$ cat src/rtl/trq_pkg.sv
// Package for the thread ready queue with ID allocator.
// Holds sizes, operation and status codes, the FSM state type and shared structs.
// No dependencies.
`timescale 1ns / 1ps
`default_nettype none

package trq_pkg;

  localparam int MaxThreads = 64;
  localparam int IdW        = $clog2(MaxThreads);
  localparam int CntW       = $clog2(MaxThreads + 1);
  localparam int GrpW       = 8;
  localparam int GrpIdxW    = $clog2(GrpW);
  localparam int NumGrp     = (MaxThreads + GrpW - 1) / GrpW;

  localparam int OpW     = 2;
  localparam int TgtW    = 6;
  localparam int RidW    = 6;
  localparam int StatW   = 2;
  localparam int QcntW   = 7;

  typedef enum logic [OpW-1:0] {
    OP_ADD      = 2'd0,
    OP_REM_HEAD = 2'd1,
    OP_REM_ID   = 2'd2
  } op_e;

  typedef enum logic [StatW-1:0] {
    ST_OK      = 2'd0,
    ST_NOMORE  = 2'd1,
    ST_INVALID = 2'd2
  } status_e;

  typedef enum logic {
    S_IDLE,
    S_EXEC
  } state_e;

  typedef struct packed {
    logic           found;
    logic [IdW-1:0] id;
  } free_t;

  typedef struct packed {
    logic ready;
    logic rd_en;
    logic done;
  } ctrl_t;

endpackage

`default_nettype wire

$ cat src/rtl/trq_link_ram.sv
// Link memory: one write port, one read port with registered read data.
// Depends on trq_pkg for depth and entry width.
`timescale 1ns / 1ps
`default_nettype none

module trq_link_ram (
  input  wire logic                    clk_i,
  input  wire logic                    we_i,
  input  wire logic [trq_pkg::IdW-1:0] waddr_i,
  input  wire logic [trq_pkg::IdW-1:0] wdata_i,
  input  wire logic                    re_i,
  input  wire logic [trq_pkg::IdW-1:0] raddr_i,
  output      logic [trq_pkg::IdW-1:0] rdata_o
);
  import trq_pkg::*;

  logic [IdW-1:0] mem_q [MaxThreads];

  always_ff @(posedge clk_i) begin
    if (we_i) begin
      mem_q[waddr_i] <= wdata_i;
    end
  end

  always_ff @(posedge clk_i) begin
    if (re_i) begin
      rdata_o <= mem_q[raddr_i];
    end
  end

endmodule

`default_nettype wire

$ cat src/rtl/trq_free_search.sv
// Lowest-free-ID search: registered per-group stage, then a priority pick over groups.
// Depends on trq_pkg.
`timescale 1ns / 1ps
`default_nettype none

module trq_free_search (
  input  wire logic                           clk_i,
  input  wire logic                           rst_ni,
  input  wire logic [trq_pkg::MaxThreads-1:0] in_use_i,
  output      trq_pkg::free_t                 free_o
);
  import trq_pkg::*;

  logic [NumGrp*GrpW-1:0] padded;
  logic [NumGrp-1:0]      grp_any_d, grp_any_q;
  logic [GrpIdxW-1:0]     grp_idx_d [NumGrp];
  logic [GrpIdxW-1:0]     grp_idx_q [NumGrp];

  always_comb begin
    padded = '1;
    padded[MaxThreads-1:0] = in_use_i;
    for (int g = 0; g < NumGrp; g++) begin
      grp_any_d[g] = 1'b0;
      grp_idx_d[g] = '0;
      for (int b = GrpW - 1; b >= 0; b--) begin
        if (!padded[g*GrpW + b]) begin
          grp_any_d[g] = 1'b1;
          grp_idx_d[g] = GrpIdxW'(b);
        end
      end
    end
  end

  always_ff @(posedge clk_i or negedge rst_ni) begin
    if (!rst_ni) begin
      grp_any_q <= '0;
    end else begin
      grp_any_q <= grp_any_d;
    end
  end

  always_ff @(posedge clk_i) begin
    for (int g = 0; g < NumGrp; g++) begin
      grp_idx_q[g] <= grp_idx_d[g];
    end
  end

  always_comb begin
    free_o = '0;
    for (int g = NumGrp - 1; g >= 0; g--) begin
      if (grp_any_q[g]) begin
        free_o.found = 1'b1;
        free_o.id    = IdW'(g * GrpW + int'(grp_idx_q[g]));
      end
    end
  end

endmodule

`default_nettype wire

$ cat src/rtl/thread_ready_queue_with_id_alloc_core.sv
// Thread ready queue with lowest-free ID allocator; top level and sequencer.
// Depends on trq_pkg, trq_link_ram and trq_free_search.
// The result is registered when the request completes in S_EXEC; S_EXEC waits while
// the previous result is still held in the output register.
// A new request is accepted only in S_IDLE, after the previous one has read the
// link memories and written back the neighbor links.
// Reset: ID 0 alone in the queue; link memories are not cleared, no clearing pass.
`timescale 1ns / 1ps
`default_nettype none

module thread_ready_queue_with_id_alloc_core (
  input  wire logic                      clk_i,
  input  wire logic                      rst_ni,
  input  wire logic                      in_valid_i,
  output      logic                      in_ready_o,
  input  wire logic [trq_pkg::OpW-1:0]   operation_i,
  input  wire logic [trq_pkg::TgtW-1:0]  target_id_i,
  output      logic                      out_valid_o,
  input  wire logic                      out_ready_i,
  output      logic [trq_pkg::RidW-1:0]  result_id_o,
  output      logic [trq_pkg::StatW-1:0] status_o,
  output      logic [trq_pkg::QcntW-1:0] queue_count_o
);
  import trq_pkg::*;

  state_e                state_q, state_d;
  ctrl_t                 ctrl;
  free_t                 free;

  logic [MaxThreads-1:0] in_use_q, in_use_d;
  logic [IdW-1:0]        head_q, head_d, tail_q, tail_d;
  logic [CntW-1:0]       count_q, count_d;
  logic [OpW-1:0]        op_q;
  logic [IdW-1:0]        tgt_q;
  logic                  tgt_ok_q;

  logic [IdW-1:0]        nxt_rd, prv_rd;
  logic [IdW-1:0]        rd_addr;
  logic                  nxt_we, prv_we;
  logic [IdW-1:0]        nxt_waddr, nxt_wdata, prv_waddr, prv_wdata;

  logic                  out_valid_q;
  logic [IdW-1:0]        rid_d, rid_q;
  status_e               stat_d, stat_q;
  logic [QcntW-1:0]      qcnt_q;

  logic                  do_unlink;
  logic [IdW-1:0]        ul_id;

  logic                  accept;
  assign accept = in_valid_i && ctrl.ready;

  // next state
  always_comb begin
    state_d = state_q;
    case (state_q)
      S_IDLE: begin
        if (accept) state_d = S_EXEC;
      end
      S_EXEC: begin
        if (!out_valid_q || out_ready_i) state_d = S_IDLE;
      end
      default: state_d = S_IDLE;
    endcase
  end

  // FSM outputs
  always_comb begin
    ctrl = '0;
    case (state_q)
      S_IDLE: begin
        ctrl.ready = 1'b1;
        ctrl.rd_en = in_valid_i;
      end
      S_EXEC: begin
        ctrl.done = !out_valid_q || out_ready_i;
      end
      default: ctrl = '0;
    endcase
  end

  always_ff @(posedge clk_i or negedge rst_ni) begin
    if (!rst_ni) begin
      state_q <= S_IDLE;
    end else begin
      state_q <= state_d;
    end
  end

  assign rd_addr = (operation_i == OP_REM_HEAD) ? head_q : IdW'(target_id_i);

  always_ff @(posedge clk_i) begin
    if (accept) begin
      op_q     <= operation_i;
      tgt_q    <= IdW'(target_id_i);
      tgt_ok_q <= (int'(target_id_i) < MaxThreads);
    end
  end

  trq_link_ram u_next_ram (
    .clk_i   (clk_i),
    .we_i    (nxt_we),
    .waddr_i (nxt_waddr),
    .wdata_i (nxt_wdata),
    .re_i    (ctrl.rd_en),
    .raddr_i (rd_addr),
    .rdata_o (nxt_rd)
  );

  trq_link_ram u_prev_ram (
    .clk_i   (clk_i),
    .we_i    (prv_we),
    .waddr_i (prv_waddr),
    .wdata_i (prv_wdata),
    .re_i    (ctrl.rd_en),
    .raddr_i (rd_addr),
    .rdata_o (prv_rd)
  );

  trq_free_search u_free (
    .clk_i    (clk_i),
    .rst_ni   (rst_ni),
    .in_use_i (in_use_q),
    .free_o   (free)
  );

  // execute: links were read at accept, write-back happens at the done edge
  always_comb begin
    in_use_d  = in_use_q;
    head_d    = head_q;
    tail_d    = tail_q;
    count_d   = count_q;
    nxt_we    = 1'b0;
    prv_we    = 1'b0;
    nxt_waddr = tail_q;
    nxt_wdata = free.id;
    prv_waddr = free.id;
    prv_wdata = tail_q;
    rid_d     = '0;
    stat_d    = ST_INVALID;
    do_unlink = 1'b0;
    ul_id     = tgt_q;

    case (op_e'(op_q))
      OP_ADD: begin
        if (!free.found) begin
          stat_d = ST_NOMORE;
        end else begin
          stat_d = ST_OK;
          rid_d  = free.id;
          in_use_d[free.id] = 1'b1;
          count_d = count_q + CntW'(1);
          tail_d  = free.id;
          if (count_q == '0) begin
            head_d = free.id;
          end else begin
            nxt_we = ctrl.done;
            prv_we = ctrl.done;
          end
        end
      end
      OP_REM_HEAD: begin
        if (count_q != '0) begin
          do_unlink = 1'b1;
          ul_id     = head_q;
        end
      end
      OP_REM_ID: begin
        if (count_q != '0 && tgt_ok_q && in_use_q[tgt_q]) begin
          do_unlink = 1'b1;
          ul_id     = tgt_q;
        end
      end
      default: stat_d = ST_INVALID;
    endcase

    if (do_unlink) begin
      stat_d = ST_OK;
      rid_d  = ul_id;
      in_use_d[ul_id] = 1'b0;
      count_d = count_q - CntW'(1);
      if (count_q <= CntW'(1)) begin
        head_d = '0;
        tail_d = '0;
      end else if (ul_id == head_q) begin
        head_d = nxt_rd;
      end else if (ul_id == tail_q) begin
        tail_d = prv_rd;
      end else begin
        nxt_we    = ctrl.done;
        nxt_waddr = prv_rd;
        nxt_wdata = nxt_rd;
        prv_we    = ctrl.done;
        prv_waddr = nxt_rd;
        prv_wdata = prv_rd;
      end
    end
  end

  always_ff @(posedge clk_i or negedge rst_ni) begin
    if (!rst_ni) begin
      in_use_q <= MaxThreads'(1);
      head_q   <= '0;
      tail_q   <= '0;
      count_q  <= CntW'(1);
    end else if (ctrl.done) begin
      in_use_q <= in_use_d;
      head_q   <= head_d;
      tail_q   <= tail_d;
      count_q  <= count_d;
    end
  end

  always_ff @(posedge clk_i or negedge rst_ni) begin
    if (!rst_ni) begin
      out_valid_q <= 1'b0;
    end else if (ctrl.done) begin
      out_valid_q <= 1'b1;
    end else if (out_ready_i) begin
      out_valid_q <= 1'b0;
    end
  end

  always_ff @(posedge clk_i) begin
    if (ctrl.done) begin
      rid_q  <= rid_d;
      stat_q <= stat_d;
      qcnt_q <= QcntW'(count_d);
    end
  end

  assign in_ready_o    = ctrl.ready;
  assign out_valid_o   = out_valid_q;
  assign result_id_o   = RidW'(rid_q);
  assign status_o      = stat_q;
  assign queue_count_o = qcnt_q;

endmodule

`default_nettype wire

$ cat config.mk
export PLATFORM = sky130hd
export DESIGN_NAME = thread_ready_queue_with_id_alloc_core
export DESIGN_NICKNAME = d
export VERILOG_FILES = /design/src/rtl/trq_pkg.sv /design/src/rtl/trq_link_ram.sv /design/src/rtl/trq_free_search.sv /design/src/rtl/thread_ready_queue_with_id_alloc_core.sv
export SDC_FILE = /design/constraint.sdc
export NUM_CORES = 1
export LEC_CHECK = 0
export ABC_AREA = 1
export ABC_CLOCK_PERIOD_IN_PS = 6400
export BUFFER_PORTS_ARGS = -buffer_cell sky130_fd_sc_hd__buf_4
export CELL_PAD_IN_SITES_DETAIL_PLACEMENT = 0
export CELL_PAD_IN_SITES_GLOBAL_PLACEMENT = 1
export CORE_MARGIN = 1
export CORE_UTILIZATION = 39
export DETAILED_ROUTE_END_ITERATION = 7
export HOLD_SLACK_MARGIN = 0.06
export PLACE_DENSITY = 0.74
export SLEW_MARGIN = 20
export SYNTH_ARGS = -nofsm -noshare
export SYNTH_HDL_FRONTEND = slang
export SYNTH_SLANG_ARGS = --single-unit
$ cat constraint.sdc
create_clock -name clk_i -period 6.4 [get_ports clk_i]
set_input_delay 0 -clock clk_i [delete_from_list [all_inputs] [get_ports clk_i]]
set_output_delay 0 -clock clk_i [all_outputs]
set_load 0.01 [all_outputs]
==> reports/results.ini <==
[timing]
worstMarginPinSlew_ns = 1.10
max_freq_mhz = 197
finalSetupViolCount = 0
hold_viol_final = 0
clock_skew_ns = 0.0394
period_needed_ns = 5.09
fin_tns_setup_ns = 0
maxSlewHeadroom_pct = 26.9
fin_crit_sh_pct = 79.5
rsz0062_at_grt = no
final_max_slew_viol_count = 0

[synth]
yosys.cell_types.count = 46
postSynthAreaPerCell_um2 = 11.4
yosysSeqAreaShare_pct = 68.5
yosys.area.top_type = edfxtp_1
yosysTopAreaCellShare_pct = 61.4
dominantRegCellSynth = edfxtp_1
netlist_instances = 3444
synth_fp_nets = 3464
async_flop_share_pct = 10.1
synth.top_cells.by_area = edfxtp_1 61%, o21ai_0 6.9%, dfrtp_1 5.8%, nor2_1 5.5%, nand2_1 3.0%
syn_area_um2 = 39300
yosys_warnings = 0
synth_edf_count = 803
synth_seq_cells = 920

[floorplan]
core_um2 = 100000
initial_core_util_pct = 39.3
die_w_um = 319
dieArea_um2 = 102000
dieHeight_um = 319
rows = 116
num_io_pins = 29

[place]
dpl-instance-area_um2 = 40700
place.gp.congestion = 0.881
dp_cells = 4613
io_buffers = 28
post-dp-hpwl_um = 66600

[global_routing]
grt_pass1_wl_um = 168000
groute.usage.overall_pct = 21.5
grt_pass1_vias = 26215
gr-total-overflow = 0
grt_max_degree = 224
antenna_found_initial = 1

[worst_setup_path]
critical_path_class = flip-flop to flip-flop
path_cells = inv_2 > nand3_1 > nand3_1 > nand2_1 > nand2_1 > nand3_1 > nand3_1 > nand2_1 > nand2_1 > nand2_2 > nand3_4 > nand2_1 > inv_1 > nor2_4 > nand3_2 > nor2_1
endpoint_kind = flip-flop
path_delay_family = simple AND/OR/NAND/NOR gates
slowest_stage = edfxtp_1
crit_buf_inv = 2
cp_max_fo = 31
cp_common_cell = nand2_1
slowest_delay_ns = 0.76
critPathLaunchType = flip-flop
cp.required_ns = 6.68
cp.arrival_ns = 5.37

[flow_run]
cap_viol_max_count = 0

[cts]
cts_root_buf = clkbuf_16
cts_buffer_depth = 3
cts_tree = done
clkLatencyLatePin_ns = 0.67
cts.sink_count = 920
cts_setup_buffers = 0
ctsResizeCount = 0
postCtsHoldBufs = 13
clk_transition_reported_paths_ns = 0.06
htree_levels = 3
cts_buffers = 97

[layout]
fill_cells = 9137
drive_gt1_share_pct = 9.01
fin_area_um2 = 44200
nNetsFinal = 3447
instances_no_fill = 4807
area_delta_synth_final_pct = 12.6

[route]
routed_via_density = 5.68
firstDrtPassIters = 6
drt_iter0_markers = 3236
postRouteAntennaNets = 0
vias = 27298
wl_per_cell_um = 23.2
drcViolationCount = 0
drt_wl_total_um = 111000

[pwr]
ir_drop_mv = 0.582
leakage_nw = 15.2
p_per_area_nw_per_um2 = 421

[run_status]
outcome = finished, final reports clean

[min_path]
hold_path_class = primary input to flip-flop

[logic make-up (layout without fill, tap and decap cells)]
| logic type | Yosys count | in the layout | synth area share [%] |
|---|---|---|---|
| buf+inv | 398 | 462 | 3.99 |
| fa+ha+maj | 8 | 8 | 0.255 |
| compound gates | 911 | 911 | 13.7 |
| simple gates | 1196 | 1196 | 13.3 |
| flops | 920 | 920 | 68.5 |
| xor+xnor | 11 | 11 | 0.245 |
| other cells | 0 | 1 | 0 |
[through the flow]
| stage | hold slack, ns | setup slack, ns | total power, mW | utilization (%) |
|---|---|---|---|---|
| 2_1_floorplan | -0.296 | 2.20 | 10.7 | - |
| 5_1_grt | 0.0925 | 0.929 | 19.3 | 44.2 |
| 4_1_cts | 0.0734 | 1.32 | 18.7 | 44.2 |
| 3_3_place_gp | 0.00369 | 1.55 | 12.7 | 40.7 |
| 6_report | 0.108 | 1.31 | 18.6 | 44.2 |
| 3_5_place_dp | 0.00784 | 1.33 | 12.7 | 40.7 |
[placed cells by master, fill, tap and decap left out, types with 10 or more instances in the layout]
| master | count |
|---|---|
| o22ai_1 | 114 |
| inv_2 | 12 |
| nand2_2 | 21 |
| dfrtp_1 | 91 |
| nand4_1 | 29 |
| nor2_1 | 578 |
| clkinv_2 | 25 |
| inv_1 | 188 |
| nand3_2 | 10 |
| o211ai_1 | 101 |
| bufinv_16 | 18 |
| dfxtp_1 | 24 |
| clkbuf_16 | 99 |
| nand3_1 | 179 |
| nor3_1 | 19 |
| o21ai_0 | 538 |
| o221ai_1 | 95 |
| nand4_2 | 12 |
| dlygate4sd3_1 | 12 |
| edfxtp_1 | 803 |
| buf_4 | 60 |
| clkbuf_1 | 15 |
| nand2_1 | 312 |
| a21oi_1 | 34 |
| clkinv_1 | 13 |
[layer usage]
layer	global-route usage, %	vias up	wire [µm]
met3	3.20	188	7740
met5	0	-	0
li1	-	12519	-
met4	6.34	0	3020
met2	34.3	1109	51900
met1	30.6	13482	48600
[cells in the mapped netlist, drive strengths merged, types with 3 or more instances]
cell    instances
buf            25
ha              8
nor4            9
clkbuf        168
inv           202
a21oi          34
nor2          592
o22ai         114
o21ai         549
xor2            9
edfxtp        803
nor3           19
nand4          41
o221ai         95
nand3         191
nand2         343
o211ai        101
a22oi           4
a31oi           9
clkinv          3
dfxtp          24
dfrtp          91
[sequential cells by signal, summed over array words and instances (netlist names)]
| name | count |
|---|---|
| u_next_ram.mem_q | 384 |
| head_q | 6 |
| queue_count_o | 7 |
| state_q | 1 |
| count_q | 7 |
| result_id_o | 6 |
| u_free.grp_any_q | 8 |
| u_free.grp_idx_q | 24 |
| status_o | 2 |
| out_valid_o | 1 |
| in_use_q | 64 |
| u_prev_ram.mem_q | 384 |
| u_prev_ram.rdata_o | 6 |
| op_q | 2 |
| tail_q | 6 |
| u_next_ram.rdata_o | 6 |
| tgt_q | 6 |
[area by class of cell]
class	instances	area [µm²]	area share [%]
flip-flops and latches	920	26900	60.9
multi-input cells	2126	10900	24.6
diodes	1	2.50	0.00566
repair buffers	77	671	1.52
well taps	1298	1620	3.67
inverters	205	783	1.77
clock buffers	114	2530	5.73
clock inverters	66	843	1.91
[power breakdown]
group          internal, mW  switching, mW  total, mW
logic                 0.946           3.72       4.67
clock network          3.57           2.41       5.97
registers              7.75          0.224       7.98
[final timing paths]
| check | startpoint | to | slack (ns) | cells after the start |
|---|---|---|---|---|
| hold reg to reg | out_valid_o$_DFFE_PN0P_ | out_valid_o$_DFFE_PN0P_ | 0.50 | 2 |
| max in group asynchronous | rst_ni | count_q[1]$_DFFE_PN0P_ | 5.22 | 4 |
| setup / recovery | tgt_q[1]$_DFFE_PP_ | u_prev_ram.mem_q[52][5]$_DFFE_PP_ | 1.31 | 16 |
| setup reg to reg | tgt_q[1]$_DFFE_PP_ | u_prev_ram.mem_q[52][5]$_DFFE_PP_ | 1.31 | 16 |
| hold / removal | target_id_i[4] | tgt_q[4]$_DFFE_PP_ | 0.11 | 2 |
| min in group asynchronous | rst_ni | in_use_q[0]$_DFFE_PN1P_ | 0.41 | 3 |
No activity file was read; power rests on OpenSTA's default activity.
